==> config.mk <==
export PLATFORM = sky130hd
export DESIGN_NAME = csr_adjacency_transpose_core
export DESIGN_NICKNAME = d
export VERILOG_FILES = /design/src/hw/rtl/csr_adj_pkg.sv /design/src/hw/rtl/csr_adjacency_transpose_core.sv /design/src/hw/rtl/csr_adj_ctrl.sv /design/src/hw/rtl/csr_adj_datapath.sv
export SDC_FILE = /design/constraint.sdc
export NUM_CORES = 1
export LEC_CHECK = 0
export ABC_AREA = 1
export BUFFER_PORTS_ARGS = -buffer_cell sky130_fd_sc_hd__buf_2
export CORE_ASPECT_RATIO = 0.6
export CORE_MARGIN = 2
export CORE_UTILIZATION = 43
export CTS_CLUSTER_SIZE = 25
export DETAILED_ROUTE_END_ITERATION = 7
export MAX_ROUTING_LAYER = met4
export PLACE_DENSITY = 0.59
export SLEW_MARGIN = 0
export SYNTH_ARGS = -nofsm -noshare
export SYNTH_HDL_FRONTEND = slang
export SYNTH_HIERARCHICAL = 1
export SYNTH_SLANG_ARGS = --single-unit
==> constraint.sdc <==
create_clock -name clock -period 7.6 [get_ports clock]
set_input_delay 0.76 -clock clock [delete_from_list [all_inputs] [get_ports clock]]
set_output_delay 0.76 -clock clock [all_outputs]
set_load 0.01 [all_outputs]
==> src/hw/rtl/csr_adj_pkg.sv <==
// shared types, sizes and codes for the compressed-row adjacency transpose
// used by csr_adj_ctrl, csr_adj_datapath and csr_adjacency_transpose_core
package csr_adj_pkg;

   localparam int MAX_TARGETS = 16;
   localparam int MAX_ENTRIES = 32;

   localparam int TGT_W  = $clog2(MAX_TARGETS);       // target row index
   localparam int TC_W   = $clog2(MAX_TARGETS + 1);   // target_count register
   localparam int ADDR_W = $clog2(MAX_ENTRIES);       // entry store address
   localparam int CNT_W  = $clog2(MAX_ENTRIES + 1);   // entry counts and offsets

   localparam logic [TC_W-1:0]  TC_RESET = TC_W'(MAX_TARGETS);
   localparam logic [CNT_W-1:0] ENT_FULL = CNT_W'(MAX_ENTRIES);

   localparam logic [1:0] ST_OK    = 2'd0;
   localparam logic [1:0] ST_RANGE = 2'd1;
   localparam logic [1:0] ST_FULL  = 2'd2;

   typedef struct packed {
      logic [7:0] source_row;
      logic [7:0] target;
      logic       has_entry;
      logic       last;
   } req_type;

   typedef struct packed {
      logic [3:0]       target_row;
      logic [7:0]       source_out;
      logic [CNT_W-1:0] row_offset;
      logic             entry_valid;
      logic [CNT_W-1:0] total_entries;
      logic [1:0]       status;
      logic             last_out;
   } rsp_type;

   // controller to datapath
   typedef struct packed {
      logic accept;
      logic emit_error;
      logic pre_step;
      logic scat;
      logic emit_marker;
      logic row_open;
      logic emit_entry;
      logic finish;
   } cmd_type;

   // datapath to controller
   typedef struct packed {
      logic err_next_nz;
      logic t_last;
      logic cnt_zero;
      logic rem_one;
      logic scat_idle;
   } stat_type;

endpackage

==> src/hw/rtl/csr_adjacency_transpose_core.sv <==
// top level of the compressed-row adjacency transpose: controller plus datapath
// depends on csr_adj_pkg, csr_adj_ctrl and csr_adj_datapath
// loading: one request per cycle while busy is low; an error on a last request gives its
//   single result in the next cycle and busy stays low
// after a clean last: a prefix pass over the target rows, a scatter pass over the loaded
//   entries, then the results, with a row-open step per non-empty target row; results never stall
// reset (synchronous) clears the sequencer, counts and error, target_count returns to 16
module csr_adjacency_transpose_core (
   input  logic                        clock,
   input  logic                        reset,
   input  logic                        start,
   output logic                        busy,
   input  csr_adj_pkg::req_type         req_item,
   input  logic                        csr_wr_en,
   input  logic [csr_adj_pkg::TC_W-1:0] csr_wr_data,
   output logic                        rsp_strobe,
   output csr_adj_pkg::rsp_type         rsp_item
);

   csr_adj_pkg::cmd_type  cmd;
   csr_adj_pkg::stat_type stat;

   csr_adj_ctrl u_ctrl (
      .clock    (clock),
      .reset    (reset),
      .start    (start),
      .req_last (req_item.last),
      .stat     (stat),
      .cmd      (cmd),
      .busy     (busy)
   );

   csr_adj_datapath u_datapath (
      .clock       (clock),
      .reset       (reset),
      .req_item    (req_item),
      .csr_wr_en   (csr_wr_en),
      .csr_wr_data (csr_wr_data),
      .cmd         (cmd),
      .stat        (stat),
      .rsp_strobe  (rsp_strobe),
      .rsp_item    (rsp_item)
   );

endmodule

==> src/hw/rtl/csr_adj_ctrl.sv <==
// sequencer for load, prefix, scatter and emit phases
// depends on csr_adj_pkg for the command and status structs
module csr_adj_ctrl (
   input  logic                 clock,
   input  logic                 reset,
   input  logic                 start,
   input  logic                 req_last,
   input  csr_adj_pkg::stat_type stat,
   output csr_adj_pkg::cmd_type  cmd,
   output logic                 busy
);

   localparam logic [2:0] S_IDLE    = 3'd0;
   localparam logic [2:0] S_PREFIX  = 3'd1;
   localparam logic [2:0] S_SCATTER = 3'd2;
   localparam logic [2:0] S_ROW     = 3'd3;
   localparam logic [2:0] S_ENTRY   = 3'd4;

   logic [2:0] state_ff, state_in;

   assign busy = (state_ff != S_IDLE);

   always_comb begin
      state_in = state_ff;
      cmd      = '0;
      case (state_ff)
         S_IDLE: begin
            if (start) begin
               cmd.accept = 1'b1;
               if (req_last) begin
                  if (stat.err_next_nz) begin
                     cmd.emit_error = 1'b1;
                  end else begin
                     state_in = S_PREFIX;
                  end
               end
            end
         end
         S_PREFIX: begin
            cmd.pre_step = 1'b1;
            if (stat.t_last) begin
               state_in = S_SCATTER;
            end
         end
         S_SCATTER: begin
            cmd.scat = 1'b1;
            if (stat.scat_idle) begin
               state_in = S_ROW;
            end
         end
         S_ROW: begin
            if (stat.cnt_zero) begin
               cmd.emit_marker = 1'b1;
               if (stat.t_last) begin
                  cmd.finish = 1'b1;
                  state_in   = S_IDLE;
               end
            end else begin
               cmd.row_open = 1'b1;
               state_in     = S_ENTRY;
            end
         end
         S_ENTRY: begin
            cmd.emit_entry = 1'b1;
            if (stat.rem_one) begin
               if (stat.t_last) begin
                  cmd.finish = 1'b1;
                  state_in   = S_IDLE;
               end else begin
                  state_in = S_ROW;
               end
            end
         end
         default: begin
            state_in = S_IDLE;
         end
      endcase
   end

   always_ff @(posedge clock) begin
      if (reset) begin
         state_ff <= S_IDLE;
      end else begin
         state_ff <= state_in;
      end
   end

endmodule

==> src/hw/rtl/csr_adj_datapath.sv <==
// entry stores, per-target counts, offsets and the result register
// depends on csr_adj_pkg; driven by commands from csr_adj_ctrl
module csr_adj_datapath (
   input  logic                       clock,
   input  logic                       reset,
   input  csr_adj_pkg::req_type        req_item,
   input  logic                       csr_wr_en,
   input  logic [csr_adj_pkg::TC_W-1:0] csr_wr_data,
   input  csr_adj_pkg::cmd_type        cmd,
   output csr_adj_pkg::stat_type       stat,
   output logic                       rsp_strobe,
   output csr_adj_pkg::rsp_type        rsp_item
);

   localparam int TGT_W  = csr_adj_pkg::TGT_W;
   localparam int TC_W   = csr_adj_pkg::TC_W;
   localparam int ADDR_W = csr_adj_pkg::ADDR_W;
   localparam int CNT_W  = csr_adj_pkg::CNT_W;
   localparam int NT     = csr_adj_pkg::MAX_TARGETS;
   localparam int NE     = csr_adj_pkg::MAX_ENTRIES;

   logic [TC_W-1:0]  tc_ff;
   logic [CNT_W-1:0] loaded_ff;
   logic [1:0]       err_ff;
   logic [CNT_W-1:0] counts_ff [NT];
   logic [CNT_W-1:0] next_pos_ff [NT];

   logic [7:0]       ent_src_mem [NE];
   logic [TGT_W-1:0] ent_tgt_mem [NE];
   logic [7:0]       trans_mem [NE];
   logic [7:0]       ent_src_q;
   logic [TGT_W-1:0] ent_tgt_q;
   logic [7:0]       trans_q;

   logic [TGT_W-1:0] t_ff;
   logic [CNT_W-1:0] acc_ff;
   logic [CNT_W-1:0] i_ff;
   logic             rd_v_ff;
   logic [CNT_W-1:0] p_ff, p_in;
   logic [CNT_W-1:0] beg_ff;
   logic [CNT_W-1:0] rem_ff;
   csr_adj_pkg::rsp_type rsp_ff;
   logic             rsp_valid_ff;

   logic [TGT_W-1:0] req_tgt;
   logic [TGT_W-1:0] cnt_addr;
   logic [CNT_W-1:0] cnt_sel;
   logic             in_range;
   logic             load_ok;
   logic [1:0]       err_next;
   logic             t_last;
   logic             issue;
   logic [CNT_W-1:0] pos;
   logic             tgt_ok;
   logic             run_clear;

   assign req_tgt  = req_item.target[TGT_W-1:0];
   assign cnt_addr = cmd.accept ? req_tgt : t_ff;
   assign cnt_sel  = counts_ff[cnt_addr];
   assign in_range = (req_item.target < 8'(tc_ff));
   assign load_ok  = cmd.accept && req_item.has_entry && in_range
                     && (loaded_ff < csr_adj_pkg::ENT_FULL);
   assign t_last   = ({1'b0, t_ff} == (tc_ff - TC_W'(1)));
   assign issue    = cmd.scat && (i_ff < loaded_ff);
   assign pos      = next_pos_ff[ent_tgt_q];
   // entries whose target is not below the current target_count are skipped
   assign tgt_ok   = ({1'b0, ent_tgt_q} < tc_ff);
   assign run_clear = cmd.finish || cmd.emit_error;

   // first error of the run is kept
   always_comb begin
      err_next = err_ff;
      if (err_ff == csr_adj_pkg::ST_OK && req_item.has_entry) begin
         if (!in_range) begin
            err_next = csr_adj_pkg::ST_RANGE;
         end else if (loaded_ff >= csr_adj_pkg::ENT_FULL) begin
            err_next = csr_adj_pkg::ST_FULL;
         end
      end
   end

   always_comb begin
      p_in = p_ff;
      if (cmd.accept) begin
         p_in = '0;
      end else if (cmd.emit_entry) begin
         p_in = p_ff + CNT_W'(1);
      end
   end

   assign stat.err_next_nz = (err_next != csr_adj_pkg::ST_OK);
   assign stat.t_last      = t_last;
   assign stat.cnt_zero    = (cnt_sel == '0);
   assign stat.rem_one     = (rem_ff == CNT_W'(1));
   assign stat.scat_idle   = (i_ff == loaded_ff) && !rd_v_ff;

   // control registers
   always_ff @(posedge clock) begin
      if (reset) begin
         tc_ff        <= csr_adj_pkg::TC_RESET;
         loaded_ff    <= '0;
         err_ff       <= csr_adj_pkg::ST_OK;
         rd_v_ff      <= 1'b0;
         rsp_valid_ff <= 1'b0;
         for (int k = 0; k < NT; k++) begin
            counts_ff[k] <= '0;
         end
      end else begin
         if (csr_wr_en) begin
            if (csr_wr_data == '0) begin
               tc_ff <= TC_W'(1);
            end else if (csr_wr_data > csr_adj_pkg::TC_RESET) begin
               tc_ff <= csr_adj_pkg::TC_RESET;
            end else begin
               tc_ff <= csr_wr_data;
            end
         end
         rd_v_ff      <= issue;
         rsp_valid_ff <= cmd.emit_error || cmd.emit_marker || cmd.emit_entry;
         if (run_clear) begin
            loaded_ff <= '0;
            err_ff    <= csr_adj_pkg::ST_OK;
            for (int k = 0; k < NT; k++) begin
               counts_ff[k] <= '0;
            end
         end else if (cmd.accept) begin
            err_ff <= err_next;
            if (load_ok) begin
               loaded_ff          <= loaded_ff + CNT_W'(1);
               counts_ff[req_tgt] <= cnt_sel + CNT_W'(1);
            end
         end
      end
   end

   // walk counters
   always_ff @(posedge clock) begin
      if (cmd.accept) begin
         t_ff   <= '0;
         acc_ff <= '0;
         i_ff   <= '0;
      end else begin
         if (cmd.pre_step) begin
            acc_ff <= acc_ff + cnt_sel;
            t_ff   <= t_last ? '0 : t_ff + TGT_W'(1);
         end else if (cmd.emit_marker || (cmd.emit_entry && stat.rem_one)) begin
            t_ff <= t_ff + TGT_W'(1);
         end
         if (issue) begin
            i_ff <= i_ff + CNT_W'(1);
         end
      end
      p_ff <= p_in;
      if (cmd.row_open) begin
         beg_ff <= p_ff;
         rem_ff <= cnt_sel;
      end else if (cmd.emit_entry) begin
         rem_ff <= rem_ff - CNT_W'(1);
      end
   end

   // next free slot per target: start offsets, then bumped by the scatter
   always_ff @(posedge clock) begin
      if (cmd.pre_step) begin
         next_pos_ff[t_ff] <= acc_ff;
      end else if (rd_v_ff && tgt_ok) begin
         next_pos_ff[ent_tgt_q] <= pos + CNT_W'(1);
      end
   end

   // entry stores in arrival order
   always_ff @(posedge clock) begin
      if (load_ok) begin
         ent_src_mem[loaded_ff[ADDR_W-1:0]] <= req_item.source_row;
         ent_tgt_mem[loaded_ff[ADDR_W-1:0]] <= req_tgt;
      end
      ent_src_q <= ent_src_mem[i_ff[ADDR_W-1:0]];
      ent_tgt_q <= ent_tgt_mem[i_ff[ADDR_W-1:0]];
   end

   // transposed list, read one ahead of the emit pointer
   always_ff @(posedge clock) begin
      if (rd_v_ff && tgt_ok) begin
         trans_mem[pos[ADDR_W-1:0]] <= ent_src_q;
      end
      trans_q <= trans_mem[p_in[ADDR_W-1:0]];
   end

   always_ff @(posedge clock) begin
      if (cmd.emit_error) begin
         rsp_ff.target_row    <= '0;
         rsp_ff.source_out    <= '0;
         rsp_ff.row_offset    <= '0;
         rsp_ff.entry_valid   <= 1'b0;
         rsp_ff.total_entries <= '0;
         rsp_ff.status        <= err_next;
         rsp_ff.last_out      <= 1'b1;
      end else if (cmd.emit_marker) begin
         rsp_ff.target_row    <= 4'(t_ff);
         rsp_ff.source_out    <= '0;
         rsp_ff.row_offset    <= p_ff;
         rsp_ff.entry_valid   <= 1'b0;
         rsp_ff.total_entries <= loaded_ff;
         rsp_ff.status        <= csr_adj_pkg::ST_OK;
         rsp_ff.last_out      <= t_last;
      end else if (cmd.emit_entry) begin
         rsp_ff.target_row    <= 4'(t_ff);
         rsp_ff.source_out    <= trans_q;
         rsp_ff.row_offset    <= beg_ff;
         rsp_ff.entry_valid   <= 1'b1;
         rsp_ff.total_entries <= loaded_ff;
         rsp_ff.status        <= csr_adj_pkg::ST_OK;
         rsp_ff.last_out      <= t_last && stat.rem_one;
      end
   end

   assign rsp_strobe = rsp_valid_ff;
   assign rsp_item   = rsp_ff;

endmodule
==> run summary <==
CLOCKING
-----------------------------------------------------------------------------------------------
Total clock buffers created by CTS ...............................................           87
Clock root cell .................................................................. sky130_fd_sc_hd__clkbuf_16
Cts-stage hold buffer count ......................................................            0
Clock H-tree levels ..............................................................            3
CTS tree .........................................................................          yes
Number of cells upsized or downsized after cts ...................................            0
Clock input transition at the sequential cells of the worst setup and hold paths .      0.06 ns
Clock Sink Count .................................................................          915
Latest clock arrival within the worst-skew pair ..................................      0.68 ns
Setup Buffers After CTS ..........................................................            0
Number of buffers on the longest clock path ......................................            3

POWER
-----------------------------------------------------------------------------------------------
Net switching power of the design ................................................      3926 uW
Overall power consumption ........................................................     12880 uW
Clk pwr share ....................................................................        35.0%
Pwr Density ...................................................................... 303.8 nW/um^2
Combinational power share ........................................................        19.5%
Leak pwr .........................................................................   0.01455 uW
Worst vdd ir .....................................................................     265.4 uV
Internal power ...................................................................      8951 uW
Sequential share of power ........................................................        45.5%
Sw Share .........................................................................       30.49%

GLOBAL ROUTING
-----------------------------------------------------------------------------------------------
Total grt overflow ...............................................................            0
Global-route wire length before repair ...........................................    153800 um
Vias in the first global route ...................................................        23270
Combined global-route utilization of all metal layers ............................       23.51%
Pin count of the biggest net entering global routing .............................           92
Antenna violations before repair .................................................            3

CRITICAL PATH
-----------------------------------------------------------------------------------------------
Start of the worst register-to-register path ..................................... u_ctrl/state_ff[0]$_SDFFE_PP0P_
Worst EP arrival .................................................................      6.39 ns
Cell depth of the worst flop-to-flop path ........................................           26
Setup crit start kind ............................................................         flop
Endpoint type of the worst setup path ............................................         flop
FF-to-FF End ..................................................................... u_datapath/counts_ff[6][2]$_SDFFCE_PN0P_
Setup slack of the worst register-to-register path ...............................      1.55 ns
Setup crit start ................................................................. u_ctrl/state_ff[0]$_SDFFE_PP0P_
Kind of critical path ............................................................ flop to flop
Critical-path cell with the highest stage delay .................................. sky130_fd_sc_hd__nor2_1
CP peak stage delay ..............................................................      0.98 ns
Termination of the worst setup path .............................................. u_datapath/counts_ff[6][2]$_SDFFCE_PN0P_
Crit-path max FO .................................................................           60
Worst Path Required ..............................................................      7.94 ns

OUTCOME
-----------------------------------------------------------------------------------------------
Result of the run ................................................................ finished, final reports clean

LOGIC SYNTHESIS
-----------------------------------------------------------------------------------------------
Number of distinct library cells after synthesis .................................           48
Number of enable-type register cells in the synthesized netlist ..................          830
Avg Synthesized Cell Area ........................................................   11.67 um^2
Number of standard cells after synthesis .........................................         3246
Main synth FF type ............................................................... sky130_fd_sc_hd__edfxtp_1
Async set-reset flop share out of synthesis ......................................           0%
Synthesized area .................................................................   37870 um^2
Total of flip-flops plus latches after synthesis .................................          915
Synth warn .......................................................................            6
Total nets after synthesis .......................................................         3307
Seq/Total Area, Yosys ............................................................       70.31%

DETAILED ROUTING
-----------------------------------------------------------------------------------------------
Post-DR wirelength/cell ..........................................................     22.96 um
Pre-Repair DR Iteration Count ....................................................            6
Total via count in the routed design .............................................        25530
Via-to-Cell Ratio ................................................................        5.639
Remaining design rule violation count ............................................            0
Drt first-iter violations ........................................................         3180
Count of antenna-violating nets left after detailed routing ......................            0
Overall routed net length ........................................................    104000 um

TIMING
-----------------------------------------------------------------------------------------------
Final setup TNS ..................................................................         0 ns
Max Freq .........................................................................   0.1653 GHz
Actual transition at the worst max-transition pin ................................     1.215 ns
Endpoints failing setup ..........................................................            0
Final worst-path cycle share .....................................................       79.62%
Final slew viol count ............................................................            0
Fin Clk Skew .....................................................................   0.02489 ns
Worst setup slack after layout ...................................................     1.549 ns
Max-slew headroom ................................................................       18.70%
Total count of hold-check failures in the final report ...........................            0
Setup repair after global routing missed its margin ..............................           no
Final worst path period need .....................................................     6.051 ns

FLOORPLANNING
-----------------------------------------------------------------------------------------------
Die span in y ....................................................................     233.9 um
Core area ........................................................................   87440 um^2
Effective utilization at floorplan ...............................................       43.30%
Number of standard-cell rows in the floorplan ....................................           84
Full die area ....................................................................   90530 um^2
Die W ............................................................................     387.1 um
Ports ............................................................................           57

HOLD PATH
-----------------------------------------------------------------------------------------------
Min-Delay Path Class ............................................................. input port to flop

LAYOUT
-----------------------------------------------------------------------------------------------
Share of layout cells above drive strength 1 .....................................       9.839%
Count of nets after finishing ....................................................         3350
Area growth syn-to-layout ........................................................       11.94%
Cell Count, Final, Fillers Out ...................................................         4528
Filler instances .................................................................         7852

PLACEMENT
-----------------------------------------------------------------------------------------------
Worst Setup Slack post-DPL .......................................................     1.628 ns
DPL Wire Length ..................................................................     65040 um
Cells after DPL ..................................................................         4361
# port buffers ...................................................................           56
Routability Congestion ...........................................................       0.9077

JOB
-----------------------------------------------------------------------------------------------
Maximum capacitance violations ...................................................            0

## sequential cells by signal, summed over array words and instances, names as in the netlist, 8 cells and up
| name | cells |
|---|---|
| u_datapath/trans_mem | 256 |
| u_datapath/next_pos_ff | 80 |
| u_datapath/counts_ff | 96 |
| u_datapath/ent_src_mem | 256 |
| u_datapath/rsp_item | 28 |
| u_datapath/trans_q | 8 |
| u_datapath/ent_tgt_mem | 128 |
| u_datapath/ent_src_q | 8 |
## cells in the final DEF, fill, tap and decap left out, types with 14 or more instances in the layout
cell type                   count
sky130_fd_sc_hd__edfxtp_1     830
sky130_fd_sc_hd__nor2_1       627
sky130_fd_sc_hd__o21ai_0      417
sky130_fd_sc_hd__nand2_1      298
sky130_fd_sc_hd__nand3_1      229
sky130_fd_sc_hd__inv_1        151
sky130_fd_sc_hd__clkbuf_16     88
sky130_fd_sc_hd__dfxtp_1       83
sky130_fd_sc_hd__buf_4         74
sky130_fd_sc_hd__o211ai_1      67
sky130_fd_sc_hd__o22ai_1       58
sky130_fd_sc_hd__buf_2         56
sky130_fd_sc_hd__o221ai_1      47
sky130_fd_sc_hd__a21oi_1       36
sky130_fd_sc_hd__ha_1          33
sky130_fd_sc_hd__o21a_1        32
sky130_fd_sc_hd__nand4_1       29
sky130_fd_sc_hd__nor2_2        26
sky130_fd_sc_hd__clkbuf_1      22
sky130_fd_sc_hd__clkinv_1      16
sky130_fd_sc_hd__clkinv_2      14
## critical path, delay by kind of cell, from the launching register on
family	cells	cell delay, ns
DFF	1	0.34
AOI/OAI and AO/OA	2	0.21
and+or+nand+nor	18	4.20
adders and majority gates	1	0.22
buffers and inverters	5	0.72
## layout make-up
type                            instances  area (um^2)  area share (%)
Clock inverter                         44        528.0           1.246
Antenna cell                            3        7.507         0.01771
Clock buffer                          120         2422           5.715
Tap cell                             1161         1453           3.427
Multi-Input combinational cell       1989         9877           23.30
Inverter                              166        631.9           1.491
Timing Repair Buffer                  130        835.8           1.972
Sequential cell                       915        26630           62.83
## power groups by stage
stage | clock, uW | combinational (uW) | sequential (uW)
2_1_floorplan | 0 | 1590 | 5970
3_3_place_gp | 0 | 2450 | 5970
3_5_place_dp | 0 | 2470 | 5970
4_1_cts | 4580 | 2470 | 5860
5_1_grt | 4780 | 2760 | 5870
6_report | 4500 | 2510 | 5860
## worst min-delay path by stage
stage                                                to  cells past startpoint                           startpoint
floorplan               u_datapath/p_ff[5]$_SDFFE_PP0P_                      1      u_datapath/p_ff[5]$_SDFFE_PP0P_
global placement    u_datapath/rsp_item[7]$_SDFFE_PP0P_                      2  u_datapath/rsp_item[7]$_SDFFE_PP0P_
detailed placement  u_datapath/rsp_item[7]$_SDFFE_PP0P_                      2  u_datapath/rsp_item[7]$_SDFFE_PP0P_
CTS                    u_datapath/tc_ff[1]$_SDFFE_PP0P_                      3                       csr_wr_data[1]
global route           u_datapath/tc_ff[1]$_SDFFE_PP0P_                      3                       csr_wr_data[1]
finish                 u_datapath/tc_ff[1]$_SDFFE_PP0P_                      3                       csr_wr_data[1]
## Yosys cell counts, types with 3 or more instances
library cell | n | area, um^2
sky130_fd_sc_hd__or2_2 | 3 | 18.77
sky130_fd_sc_hd__nand2_1 | 298 | 1119
sky130_fd_sc_hd__buf_2 | 27 | 135.1
sky130_fd_sc_hd__dfxtp_1 | 85 | 1702
sky130_fd_sc_hd__buf_6 | 8 | 90.09
sky130_fd_sc_hd__nor4_1 | 5 | 31.28
sky130_fd_sc_hd__nand3b_1 | 5 | 37.54
sky130_fd_sc_hd__nand2_2 | 9 | 56.30
sky130_fd_sc_hd__ha_1 | 33 | 412.9
sky130_fd_sc_hd__a21oi_1 | 36 | 180.2
sky130_fd_sc_hd__xor2_1 | 6 | 52.55
sky130_fd_sc_hd__nand3_1 | 229 | 1146
sky130_fd_sc_hd__o21ai_0 | 419 | 2097
sky130_fd_sc_hd__xnor2_1 | 6 | 52.55
sky130_fd_sc_hd__nor2_2 | 22 | 137.6
sky130_fd_sc_hd__inv_1 | 154 | 578.1
sky130_fd_sc_hd__nand2_4 | 5 | 56.30
sky130_fd_sc_hd__nand4_1 | 29 | 181.4
sky130_fd_sc_hd__buf_4 | 5 | 37.54
sky130_fd_sc_hd__and2_1 | 8 | 50.05
sky130_fd_sc_hd__nand3_2 | 5 | 50.05
sky130_fd_sc_hd__o211ai_1 | 67 | 503.0
sky130_fd_sc_hd__o221ai_1 | 47 | 411.6
sky130_fd_sc_hd__nor2_1 | 632 | 2372
sky130_fd_sc_hd__nor3_1 | 12 | 60.06
sky130_fd_sc_hd__clkinv_1 | 6 | 22.52
sky130_fd_sc_hd__buf_1 | 8 | 30.03
sky130_fd_sc_hd__inv_2 | 5 | 18.77
sky130_fd_sc_hd__o22ai_1 | 58 | 362.9
sky130_fd_sc_hd__o21a_1 | 32 | 240.2
sky130_fd_sc_hd__a31oi_1 | 6 | 37.54
sky130_fd_sc_hd__edfxtp_1 | 830 | 24920
sky130_fd_sc_hd__clkbuf_1 | 128 | 480.5
## per-stage QoR
step	cell area (um^2)	util [%]	hold slack [ns]
3_5_place_dp	39430	45.09	0.4454
3_3_place_gp	39430	45.09	0.4399
6_report	42390	48.47	0.4110
5_1_grt	42390	48.47	0.3910
4_1_cts	42380	48.47	0.3515
2_1_floorplan	37870	-	0.4291
## kinds of logic (layout without fill, tap and decap cells)
family                   Yosys count  count (layout)  synth area share, %
flip-flops                       915             915                70.31
buffers and inverters            342             460                3.694
XOR/XNOR                          14              14               0.3932
other                              0               3                    0
AO/OA/AOI/OAI                    676             676                10.35
adder cells (fa/ha/maj)           34              34                1.143
AND/OR/NAND/NOR                 1265            1265                14.11
## per-layer routing
| metal | up-vias | part of all wire (%) | GRT usage (%) |
|---|---|---|---|
| met5 | - | 0 | - |
| met4 | 0 | 1.7 | 5.212 |
| met3 | 122 | 11 | 7.287 |
| met2 | 1097 | 39 | 28.98 |
| met1 | 12570 | 49 | 36.74 |
| li1 | 11740 | - | - |
Note: power is estimated with default switching activity, not from simulation.
